## config.mk

```make
export PLATFORM = sky130hd
export DESIGN_NAME = hex_record_stream_parser
export DESIGN_NICKNAME = d
export VERILOG_FILES = /design/src/rtl/core/hrsp_pkg.sv /design/src/rtl/core/hex_record_stream_parser.sv
export SDC_FILE = /design/constraint.sdc
export NUM_CORES = 1
export LEC_CHECK = 0
export ABC_AREA = 1
export BUFFER_PORTS_ARGS = -buffer_cell sky130_fd_sc_hd__clkbuf_2
export CELL_PAD_IN_SITES_DETAIL_PLACEMENT = 1
export CELL_PAD_IN_SITES_GLOBAL_PLACEMENT = 1
export CORE_UTILIZATION = 45
export DETAILED_ROUTE_END_ITERATION = 8
export PLACE_DENSITY = 0.8
export RECOVER_POWER = 25
export SYNTH_ARGS = -nofsm -noshare
export SYNTH_HDL_FRONTEND = slang
export SYNTH_SLANG_ARGS = --single-unit
```

## constraint.sdc

```tcl
create_clock -name clock -period 5.9 [get_ports clock]
set_clock_uncertainty 0.05 [all_clocks]
set_input_delay 1.18 -clock clock [delete_from_list [all_inputs] [get_ports clock]]
set_output_delay 1.18 -clock clock [all_outputs]
set_load 0.05 [all_outputs]
```

## src/rtl/core/hrsp_pkg.sv

```systemverilog
// Shared types, character codes and hex digit decode for the hex record stream parser.
`default_nettype none

package hrsp_pkg;

   // Character codes
   localparam logic [7:0] CHAR_COLON   = 8'h3A;
   localparam logic [7:0] CHAR_NEWLINE = 8'h0A;
   localparam logic [7:0] CHAR_RETURN  = 8'h0D;

   // Record type codes
   localparam logic [7:0] TYPE_DATA = 8'h00;
   localparam logic [7:0] TYPE_EOF  = 8'h01;

   // Reset value of the stop-on-error register
   localparam logic STOP_ON_ERROR_RESET = 1'b1;

   // Result kinds
   typedef enum logic {
      KIND_DATA   = 1'b0,
      KIND_STATUS = 1'b1
   } kind_type;

   // Record status codes
   typedef enum logic [2:0] {
      STATUS_OK        = 3'd0,
      STATUS_NO_COLON  = 3'd1,
      STATUS_BAD_DIGIT = 3'd2,
      STATUS_SHORT     = 3'd3,
      STATUS_CHECKSUM  = 3'd4,
      STATUS_EOF       = 3'd5
   } status_type;

   // Parser phase, one-hot
   typedef enum logic [7:0] {
      PH_WAIT  = 8'b0000_0001,
      PH_COUNT = 8'b0000_0010,
      PH_ADDR  = 8'b0000_0100,
      PH_TYPE  = 8'b0000_1000,
      PH_DATA  = 8'b0001_0000,
      PH_CSUM  = 8'b0010_0000,
      PH_TAIL  = 8'b0100_0000,
      PH_SKIP  = 8'b1000_0000
   } phase_type;

   // One result item
   typedef struct packed {
      kind_type   kind;
      logic [7:0] data_byte;
      logic [15:0] address;
      logic [7:0] record_code;
      status_type status;
      logic       halted;
   } result_type;

   // Hex digit decode: valid flag and nibble value
   typedef struct packed {
      logic       valid;
      logic [3:0] value;
   } nibble_type;

   function automatic nibble_type hex_decode(input logic [7:0] c);
      nibble_type n;
      n.valid = 1'b1;
      n.value = 4'd0;
      if (c >= 8'h30 && c <= 8'h39) begin
         n.value = 4'(c - 8'h30);
      end else if (c >= 8'h41 && c <= 8'h46) begin
         n.value = 4'(c - 8'h37);
      end else if (c >= 8'h61 && c <= 8'h66) begin
         n.value = 4'(c - 8'h57);
      end else begin
         n.valid = 1'b0;
      end
      return n;
   endfunction

endpackage

`default_nettype wire

```

## src/rtl/core/hex_record_stream_parser.sv

```systemverilog
// Top level of the hex record stream parser: character decode, record state and result queue.
`default_nettype none

// Takes one ASCII character per transfer on the req_ channel (or an end-of-input
// marker) and returns data-byte results for type-00 records and one status result
// per record on the rsp_ channel. Every character is decoded and folded into the
// record state in the cycle it is taken, so one character transfers per clock
// while req_stall is low; results are registered into a two-entry queue and
// reach rsp_ in order: req_stall rises only when both entries hold results that
// rsp_ has not taken. csr_ writes the stop-on-error bit (reset 1) and are always
// taken; write it only while the parser is idle.
module hex_record_stream_parser
   import hrsp_pkg::*;
(
   input  wire logic        clock,
   input  wire logic        reset,
   // Character channel
   input  wire logic        req_valid,
   output logic             req_stall,
   input  wire logic [7:0]  req_ch,
   input  wire logic        req_end_of_input,
   // Result channel
   output logic             rsp_valid,
   input  wire logic        rsp_stall,
   output logic             rsp_kind,
   output logic [7:0]       rsp_data_byte,
   output logic [15:0]      rsp_address,
   output logic [7:0]       rsp_record_code,
   output logic [2:0]       rsp_status,
   output logic             rsp_halted,
   // Configuration write
   input  wire logic        csr_valid,
   output logic             csr_ready,
   input  wire logic        csr_wdata
);

   // Record state
   phase_type   phase_ff, phase_in;
   logic [1:0]  digit_count_ff, digit_count_in;
   logic [3:0]  high_nibble_ff, high_nibble_in;
   logic [7:0]  byte_count_ff, byte_count_in;
   logic [15:0] base_address_ff, base_address_in;
   logic [7:0]  type_code_ff, type_code_in;
   logic [7:0]  data_index_ff, data_index_in;
   logic [7:0]  running_sum_ff, running_sum_in;
   logic        stopped_ff, stopped_in;
   logic        stop_on_error_ff;

   // Result queue
   result_type  slot0_ff, slot0_in, slot1_ff, slot1_in;
   logic [1:0]  count_ff, count_in;

   logic        req_take, rsp_take;
   logic        res_valid;
   result_type  res;
   nibble_type  nib;
   logic [7:0]  byte_val;
   logic [1:0]  digit_count_inc;
   logic [7:0]  data_index_inc;
   status_type  verdict;

   // Finish request from the decode
   logic        fin;
   status_type  fin_status;
   logic        fin_newline;
   logic [15:0] fin_address;
   logic [7:0]  fin_type;
   logic        fin_stop;

   assign req_stall = (count_ff == 2'd2);
   assign req_take  = req_valid && !req_stall;
   assign rsp_valid = (count_ff != 2'd0);
   assign rsp_take  = rsp_valid && !rsp_stall;
   assign csr_ready = 1'b1;

   assign nib             = hex_decode(req_ch);
   assign byte_val        = {high_nibble_ff, nib.value};
   assign digit_count_inc = digit_count_ff + 2'd1;
   assign data_index_inc  = data_index_ff + 8'd1;
   assign verdict         = (running_sum_ff != 8'd0) ? STATUS_CHECKSUM :
                            (type_code_ff == TYPE_EOF) ? STATUS_EOF : STATUS_OK;

   // Decode one character against the record state
   always_comb begin
      phase_in        = phase_ff;
      digit_count_in  = digit_count_ff;
      high_nibble_in  = high_nibble_ff;
      byte_count_in   = byte_count_ff;
      base_address_in = base_address_ff;
      type_code_in    = type_code_ff;
      data_index_in   = data_index_ff;
      running_sum_in  = running_sum_ff;
      stopped_in      = stopped_ff;
      res_valid       = 1'b0;
      res             = '{kind: KIND_STATUS, data_byte: 8'd0, address: 16'd0,
                          record_code: 8'd0, status: STATUS_OK, halted: 1'b0};
      fin             = 1'b0;
      fin_status      = STATUS_OK;
      fin_newline     = 1'b0;
      fin_address     = base_address_ff;
      fin_type        = type_code_ff;
      fin_stop        = 1'b0;

      if (req_end_of_input) begin
         // End of input: report a record in progress unless halted, then clear the record state and the halt
         if (!stopped_ff) begin
            if (phase_ff == PH_COUNT || phase_ff == PH_ADDR || phase_ff == PH_TYPE ||
                phase_ff == PH_DATA || phase_ff == PH_CSUM) begin
               res_valid  = 1'b1;
               res.status = STATUS_SHORT;
            end else if (phase_ff == PH_TAIL) begin
               res_valid  = 1'b1;
               res.status = verdict;
            end
         end
         res.address     = base_address_ff;
         res.record_code = type_code_ff;
         stopped_in      = 1'b0;
         phase_in        = PH_WAIT;
         digit_count_in  = 2'd0;
         high_nibble_in  = 4'd0;
         byte_count_in   = 8'd0;
         base_address_in = 16'd0;
         type_code_in    = 8'd0;
         data_index_in   = 8'd0;
         running_sum_in  = 8'd0;
      end else if (!stopped_ff && req_ch != CHAR_RETURN) begin
         unique case (phase_ff)
            PH_WAIT: begin
               if (req_ch == CHAR_COLON) begin
                  digit_count_in  = 2'd0;
                  high_nibble_in  = 4'd0;
                  byte_count_in   = 8'd0;
                  base_address_in = 16'd0;
                  type_code_in    = 8'd0;
                  data_index_in   = 8'd0;
                  running_sum_in  = 8'd0;
                  phase_in        = PH_COUNT;
               end else if (req_ch != CHAR_NEWLINE) begin
                  fin         = 1'b1;
                  fin_status  = STATUS_NO_COLON;
                  fin_address = 16'd0;
                  fin_type    = 8'd0;
               end
            end
            PH_SKIP: begin
               if (req_ch == CHAR_NEWLINE) begin
                  phase_in = PH_WAIT;
               end
            end
            PH_TAIL: begin
               if (req_ch == CHAR_NEWLINE) begin
                  fin         = 1'b1;
                  fin_status  = verdict;
                  fin_newline = 1'b1;
               end
            end
            PH_COUNT, PH_ADDR, PH_TYPE, PH_DATA, PH_CSUM: begin
               if (req_ch == CHAR_NEWLINE) begin
                  fin         = 1'b1;
                  fin_status  = STATUS_SHORT;
                  fin_newline = 1'b1;
               end else if (!nib.valid) begin
                  fin        = 1'b1;
                  fin_status = STATUS_BAD_DIGIT;
               end else begin
                  if (phase_ff == PH_ADDR) begin
                     base_address_in = {base_address_ff[11:0], nib.value};
                  end
                  digit_count_in = digit_count_inc;
                  if (!digit_count_ff[0]) begin
                     high_nibble_in = nib.value;
                  end else begin
                     running_sum_in = running_sum_ff + byte_val;
                     unique case (phase_ff)
                        PH_COUNT: begin
                           byte_count_in  = byte_val;
                           digit_count_in = 2'd0;
                           phase_in       = PH_ADDR;
                        end
                        PH_ADDR: begin
                           if (digit_count_inc == 2'd0) begin
                              phase_in = PH_TYPE;
                           end
                        end
                        PH_TYPE: begin
                           type_code_in   = byte_val;
                           digit_count_in = 2'd0;
                           phase_in       = (byte_count_ff != 8'd0) ? PH_DATA : PH_CSUM;
                        end
                        PH_DATA: begin
                           digit_count_in = 2'd0;
                           data_index_in  = data_index_inc;
                           if (data_index_inc == byte_count_ff) begin
                              phase_in = PH_CSUM;
                           end
                           if (type_code_ff == TYPE_DATA) begin
                              res_valid     = 1'b1;
                              res.kind      = KIND_DATA;
                              res.data_byte = byte_val;
                              res.address   = base_address_ff + {8'd0, data_index_ff};
                              res.halted    = stopped_ff;
                           end
                        end
                        default: begin
                           digit_count_in = 2'd0;
                           phase_in       = PH_TAIL;
                        end
                     endcase
                  end
               end
            end
            default: begin
               phase_in = PH_WAIT;
            end
         endcase

         // Report the record, then halt, skip or wait
         if (fin) begin
            fin_stop = (fin_status == STATUS_EOF) ||
                       (fin_status != STATUS_OK && stop_on_error_ff);
            if (fin_stop) begin
               stopped_in = 1'b1;
            end
            phase_in        = (fin_newline || fin_stop) ? PH_WAIT : PH_SKIP;
            res_valid       = 1'b1;
            res.kind        = KIND_STATUS;
            res.address     = fin_address;
            res.record_code = fin_type;
            res.status      = fin_status;
            res.halted      = fin_stop;
         end
      end
   end

   // Queue next state: push new results behind the head, advance on a take
   always_comb begin
      slot0_in = slot0_ff;
      slot1_in = slot1_ff;
      count_in = count_ff;
      unique case (count_ff)
         2'd0: begin
            if (req_take && res_valid) begin
               slot0_in = res;
               count_in = 2'd1;
            end
         end
         2'd1: begin
            if (req_take && res_valid) begin
               if (rsp_take) begin
                  slot0_in = res;
               end else begin
                  slot1_in = res;
                  count_in = 2'd2;
               end
            end else if (rsp_take) begin
               count_in = 2'd0;
            end
         end
         default: begin
            if (rsp_take) begin
               slot0_in = slot1_ff;
               count_in = 2'd1;
            end
         end
      endcase
   end

   // Control registers
   always_ff @(posedge clock) begin
      if (reset) begin
         phase_ff         <= PH_WAIT;
         digit_count_ff   <= 2'd0;
         high_nibble_ff   <= 4'd0;
         byte_count_ff    <= 8'd0;
         base_address_ff  <= 16'd0;
         type_code_ff     <= 8'd0;
         data_index_ff    <= 8'd0;
         running_sum_ff   <= 8'd0;
         stopped_ff       <= 1'b0;
         stop_on_error_ff <= STOP_ON_ERROR_RESET;
         count_ff         <= 2'd0;
      end else begin
         if (req_take) begin
            phase_ff        <= phase_in;
            digit_count_ff  <= digit_count_in;
            high_nibble_ff  <= high_nibble_in;
            byte_count_ff   <= byte_count_in;
            base_address_ff <= base_address_in;
            type_code_ff    <= type_code_in;
            data_index_ff   <= data_index_in;
            running_sum_ff  <= running_sum_in;
            stopped_ff      <= stopped_in;
         end
         if (csr_valid && csr_ready) begin
            stop_on_error_ff <= csr_wdata;
         end
         count_ff <= count_in;
      end
   end

   // Queue payload, no reset
   always_ff @(posedge clock) begin
      slot0_ff <= slot0_in;
      slot1_ff <= slot1_in;
   end

   assign rsp_kind        = slot0_ff.kind;
   assign rsp_data_byte   = slot0_ff.data_byte;
   assign rsp_address     = slot0_ff.address;
   assign rsp_record_code = slot0_ff.record_code;
   assign rsp_status      = slot0_ff.status;
   assign rsp_halted      = slot0_ff.halted;

   // Queue never overfills
   assert property (@(posedge clock) disable iff (reset) count_ff != 2'd3)
      else $error("result queue count out of range");

   // A taken end of input leaves the parser idle and running
   assert property (@(posedge clock) disable iff (reset)
      (req_take && req_end_of_input) |=> (phase_ff == PH_WAIT && !stopped_ff))
      else $error("end of input did not clear the parser");

   // A halted parser waits for end of input in the idle phase
   assert property (@(posedge clock) disable iff (reset) stopped_ff |-> phase_ff == PH_WAIT)
      else $error("halted parser outside idle phase");

   // Full queue holds its head until taken
   assert property (@(posedge clock) disable iff (reset)
      (count_ff == 2'd2 && rsp_stall) |=> (count_ff == 2'd2 && $stable(slot0_ff)))
      else $error("stalled result queue changed");

endmodule

`default_nettype wire

```

==> results of run 1 <==
placed cells by master (no fill, tap or decap), drive strengths merged, types with 3 or more instances in the layout:
cell type / instances
o22ai: 6
nand2: 255
xor2: 7
edfxtp: 74
nand3b: 4
clkinvlp: 5
o21ai: 73
a31oi: 7
ha: 21
xnor2: 6
inv: 114
a21oi: 61
dfxtp: 66
nor3: 16
clkinv: 3
clkbuf: 72
nand4: 13
buf: 3
nor2: 172
nand3: 58
synthesized netlist by cell type, types with 3 or more instances:
master | n | area share, %
nand3_1 | 56 | 3.6
a31oi_1 | 7 | 0.57
clkbuf_1 | 14 | 0.68
nand2_2 | 6 | 0.48
a21oi_1 | 60 | 3.9
xnor2_1 | 6 | 0.68
nand3b_1 | 4 | 0.39
nor2_2 | 12 | 0.97
inv_2 | 7 | 0.34
o21ai_1 | 7 | 0.45
o21ai_0 | 64 | 4.1
inv_1 | 98 | 4.8
dfxtp_1 | 66 | 17
buf_6 | 3 | 0.44
xor2_1 | 7 | 0.79
nand4_1 | 12 | 0.97
nor2_1 | 145 | 7.0
o22ai_1 | 6 | 0.48
nand2_4 | 7 | 1.0
edfxtp_1 | 74 | 29
buf_4 | 3 | 0.29
nand2_1 | 242 | 12
nor3_1 | 14 | 0.91
nor2_4 | 14 | 2.0
buf_2 | 6 | 0.39
ha_1 | 21 | 3.4
power by group through the flow:
stage	logic (mW)	clock network [mW]	registers (mW)
finish	0.729	1.02	1.21
global placement	0.736	0	1.22
global route	0.811	1.07	1.22
CTS	0.764	1.03	1.21
floorplan	0.503	0	1.29
detailed placement	0.755	0	1.23
worst max-delay path: cells and delay by family:
family,cells,cell delay (ns)
adders and majority gates,1,0.23
buffers and inverters,3,0.45
AOI/OAI and AO/OA,1,1.15
and+or+nand+nor,10,1.85
state kept, by name, summed over array words and instances (netlist names):
| signal | flops |
|---|---|
| slot1_ff | 37 |
| base_address_ff | 16 |
| rsp_address | 16 |
| byte_count_ff | 8 |
| data_index_ff | 8 |
| phase_ff | 8 |
| rsp_data_byte | 8 |
| rsp_record_code | 8 |
| running_sum_ff | 8 |
| type_code_ff | 8 |
| high_nibble_ff | 4 |
| rsp_status | 3 |
| count_ff | 2 |
| digit_count_ff | 2 |
| rsp_halted | 1 |
| rsp_kind | 1 |
| stop_on_error_ff | 1 |
| stopped_ff | 1 |
worst paths after layout:
| path | start | end | cells after the start | slack [ns] |
|---|---|---|---|---|
| max reg2reg | phase_ff[1] | rsp_record_code[6] | 13 | 2.09 |
| max | req_ch[1] | rsp_record_code[6] | 15 | 1.28 |
| min reg2reg | type_code_ff[7] | type_code_ff[7] | 2 | 0.46 |
| min | type_code_ff[7] | type_code_ff[7] | 2 | 0.46 |
per-stage QoR:
step	instances	area (um2)	worst slack, ns	hold WS, ns	utilization (%)
floorplan	993	7740	1.18	0.399	-
global placement	1243	8180	1.73	0.410	49.0
detailed placement	1243	8180	1.58	0.416	49.0
CTS	1275	8740	2.00	0.456	52.3
global route	1275	8600	1.03	0.480	51.5
finish	1275	8600	1.28	0.458	51.5
logic make-up after synthesis:
logic type	Yosys count	share of synthesized area, %
and+or+nand+nor	526	30.8
xor gates and xnor gates	13	1.47
other	1	0.0484
adders and majority gates	23	3.91
muxes	2	0.291
AOI/OAI and AO/OA	153	10.6
buffers and inverters	135	7.11
DFF	140	45.8
area by class of cell:
type / instances / area, um2
Inverter: 108 / 408
Timing Repair Buffer: 57 / 241
Clock buffer: 18 / 429
Multi-Input combinational cell: 718 / 3580
Fill cell: 2090 / 8100
Clock inverter: 14 / 126
Sequential cell: 140 / 3540
Tap cell: 220 / 275
per-layer routing:
| metal | global-route usage, % | wire length [um] | vias up |
|---|---|---|---|
| li1 | - | - | 3359 |
| met1 | 33.1 | 10200 | 3291 |
| met2 | 43.1 | 10300 | 124 |
| met3 | 3.81 | 732 | 28 |
| met4 | 9.09 | 443 | 0 |
| met5 | 0 | 0 | - |
==> metrics, run 1 <==
Area growth syn-to-layout=11.1%; H-Tree Depth=4; antenna fix cells=0; WL/cell=17.0 um; slowest cell on the critical path=o21ai_0; Pint=1.88 mW; RSZ-0062 raised after global routing=false; FP Rows=47; Main synth FF type=edfxtp_1; Fmax=216 MHz; register bit total from synthesis=140; P_leak=3.71 nW; CP endpoint kind=flop; Psw=1.08 mW; hold crit path type=flop to flop; Max Transition Viols Final=37; Clk pin slew, worst setup/hold paths=0.06 ns; Worst Tran Pin Value=1.72 ns; post-CTS resize count=0; Seq pwr share=40.9%; Setup Crit Path Kind=input port to flop; EDFF count, synth=74; initial antenna violation count=1; clock network power share=34.5%; Comb power frac=24.6%; # setup viols final=0; Max Cap Viol=1; layout cells sized above 1=9.10%; Die ar.=17700 um2; outcome=finished with violations; clock insertion delay at the later pin of the skew report=0.43 ns; Syn Nets=1031; Total Wirelength=21700 um; DIE HEIGHT=133 um; CP Max Fanout=9; vias=6802; total power=2.96 mW; worst path cell trace=clkbuf_1 > inv_1 > ha_1 > nand3b_1 > nor2_1 > nor2_1 > nor2_1 > nand2_1 > nand2_1 > nand2_1 > o21ai_0 > inv_4 > nor2_1 > nand2_1 > nand2_1; violated checks=capacitance limit, slew limit; DR vias/cell=5.33; DRT antenna net count=0; clk root buf=clkbuf_16; Syn Area/Cell=7.80 um2; Synth Warn #=0; area of the mapped netlist=7740 um2; post-synthesis sequential area ratio=45.8%; io pins=55; cell count after synthesis=993; PD cells=344 nW/um2; crit-path most repeated cell=nand2_1; Req. time, crit path=6.13 ns; CP peak stage delay=1.15 ns; CTS Buffer Depth=2; Final min period=4.62 ns; gr usage total=25.5%; Crit path arrival time=4.85 ns; CTS sink count=140; CORE AREA=16700 um2; HPWL Detailed=15800 um; Pre-antenna DRT Iters=5; total grt overflow=0; Placer Congestion=0.860; post-synthesis async set-or-reset flop share=0%; Slew headroom=-14.8%; Final #Nets=1080; global-route wire length before repair=35700 um; largest net degree at the start of global routing=45; Hold Fails Final Rpt=0; TritonCTS clock tree=built; Startpoint Class=input port; Worst VDD drop=0.223 mV; Initial Util=46.4%; Setup Fix Bufs, Post-CTS=0; TNS Setup=0 ns; Die Wd=133 um; fin crit share=78.3%; Num CTS Buffers=17; 1st-iter DRT viols=456; Sw Ratio=36.6%; # hold bufs at CTS=0; Synth cell types=51; DRC viols=0; I/O Buffers=53; vias in the first global route=7024
(Power assumes the default switching activity.)
==> run 2: changes to the inputs <==
==> constraint.sdc (replaced) <==
create_clock -name clock -period 4.8 [get_ports clock]
set_clock_uncertainty 0.05 [all_clocks]
set_input_delay 0.96 -clock clock [delete_from_list [all_inputs] [get_ports clock]]
set_output_delay 0.96 -clock clock [all_outputs]
set_load 0.05 [all_outputs]
==> metrics, run 2 (synthesized netlist as in run 1, its figures left out) <==
Setup Crit Path Kind=flop to output port; hold wc startpoint=digit_count_ff[1]; Max Cap Viol=1 (unchanged); Placer Congestion=0.852 (-0.97%); Top reg by flops=slot1_ff; slowest cell on the critical path=clkbuf_1; P_leak=3.77 nW (+1.6%); Max Transition Viols Final=38 (+2.7%); most frequent cells in the layout=nand2_1, nor2_1, inv_1; Final #Nets=1083 (+0.28%); 1st-iter DRT viols=322 (-29%); CTS sink count=140 (unchanged); H-Tree Depth=4 (unchanged); CORE AREA=16700 um2 (unchanged); Final min period=4.05 ns; # hold bufs at CTS=0 (unchanged); initial antenna violation count=0 (-1); hold crit path type=flop to flop; largest net degree at the start of global routing=45 (unchanged); Critical Path Start=count_ff[1]; # setup viols final=0 (unchanged); Worst Tran Pin Value=1.67 ns (-0.0550 ns); Initial Util=46.4% (unchanged); r2r startpoint=count_ff[1]; Setup Fix Bufs, Post-CTS=0 (unchanged); critical path depth in cells=5 (-10); most common cell after layout, fill and taps aside=nand2_1; GRT met3 Usage=3.92% (+0.11 points); FP Rows=47 (unchanged); DRT antenna net count=0 (unchanged); TritonCTS clock tree=built; M1 GR Usage=35.4% (+2.3 points); Total Wirelength=22600 um (+4.3%); Area growth syn-to-layout=12.8%; CTS Buffer Depth=2 (unchanged); clock insertion delay at the later pin of the skew report=0.43 ns (about the same); DIE HEIGHT=133 um (unchanged); Hold Fails Final Rpt=0 (unchanged); vias=6899 (+1.4%); Buf/Inv on CP=4 (+1); CP endpoint kind=output port; clk root buf=clkbuf_16; total power=3.80 mW (+28%); Cells on Worst Hold Path=2 (unchanged); CP Max Fanout=44 (+35); io pins=55 (unchanged); fin util=52.3% (+0.80 points); DR vias/cell=5.40 (+1.2%); Fmax=247 MHz; reg2reg end=slot1_ff[6]; flop2flop setup slack=1.19 ns (-0.90 ns); Startpoint Class=flop; Worst VDD drop=0.286 mV (+28%); vias in the first global route=7027 (+0.043%); HPWL Detailed=16400 um (+4.0%); fin crit share=84.4%; Req. time, crit path=3.79 ns (-2.34 ns); total grt overflow=0 (unchanged); Num CTS Buffers=17 (unchanged); PD cells=435 nW/um2 (+26%); gr usage total=26.7% (+1.2 points); global-route wire length before repair=36900 um (+3.6%); number of flip-flops under the largest register name=37 (unchanged); layout cells sized above 1=9.74% (+0.64 points); I/O Buffers=53 (unchanged); TNS Setup=0 ns (unchanged); Crit path arrival time=3.04 ns (-1.81 ns); Die Wd=133 um (unchanged); Die ar.=17700 um2 (unchanged); Pre-antenna DRT Iters=5 (unchanged); outcome=finished with violations; busiest layer in global routing=met2; CP peak stage delay=1.20 ns (+0.05 ns); WL/cell=17.7 um (+4.0%); DRC viols=0 (unchanged); worst r2r path cells=9 (-4); Clk pin slew, worst setup/hold paths=0.06 ns (about the same); hold-critical path endpoint=digit_count_ff[1]; violated checks=capacitance limit, slew limit; antenna fix cells=0 (unchanged); Slew headroom=-11.1% (+3.7 points); CP top delay family=buffers and inverters; worst path cell trace=clkbuf_1 > clkinv_1 > buf_4 > nor2_1 > clkbuf_2; met2 Track Usage GR=45.0% (+1.9 points); RSZ-0062 raised after global routing=false; post-CTS resize count=0 (unchanged)
==> run 2: how the worst max path moves through the flow <==
stage                   endpoint  slack, ns
2_1_floorplan     rsp_address[0]       0.30
3_3_place_gp   running_sum_ff[6]       0.86
3_5_place_dp   running_sum_ff[6]       0.67
4_1_cts        running_sum_ff[6]       1.10
5_1_grt                req_stall       0.49
6_report               req_stall       0.75
==> run 2: final cells by class <==
| type | count | area, um2 |
|---|---|---|
| fill | 2102 | 7970 |
| multi-input combinational | 718 | 3630 |
| sequential | 140 | 3540 |
| clock buffer | 17 | 425 |
| inverter | 108 | 408 |
| timing repair buffer | 60 | 277 |
| tap | 220 | 275 |
| clock inverter | 15 | 178 |
==> run 2: stage by stage <==
stage                     hold WS, ns  cells  area (um2)  worst slack, ns
after CTS                       0.436   1278        8820             1.10
after global placement          0.413   1246        8220            0.855
final                           0.442   1278        8730            0.750
after global routing            0.462   1278        8730            0.492
after detailed placement        0.426   1246        8220            0.671
after floorplan                 0.399    993        7740            0.301
==> run 2: routing by layer <==
layer | part of all wire (%) | wire (um) | vias up
met5 | 0 | 0 | -
met4 | 1.6 | 371 | 0
met3 | 3.2 | 714 | 36
li1 | - | - | 3371
met2 | 48 | 10900 | 159
met1 | 47 | 10600 | 3333
==> run 2: worst reg2reg max path, cell delays in order (launching register included) <==
cell	delay, ns
dfxtp_1	0.31
clkbuf_1	0.65
clkinv_1	0.20
o21ai_0	0.15
nor2_1	0.53
inv_1	0.15
a21oi_1	0.28
nand4_1	0.23
nor2_4	0.51
buf_12	0.25
==> run 2: power breakdown <==
part / internal (mW) / total [mW] / leakage [nW] / switching, mW
Combinational: 0.242 / 0.938 / 2.23 / 0.697
Sequential: 1.39 / 1.49 / 1.25 / 0.0960
Clock: 0.786 / 1.37 / 0.294 / 0.585
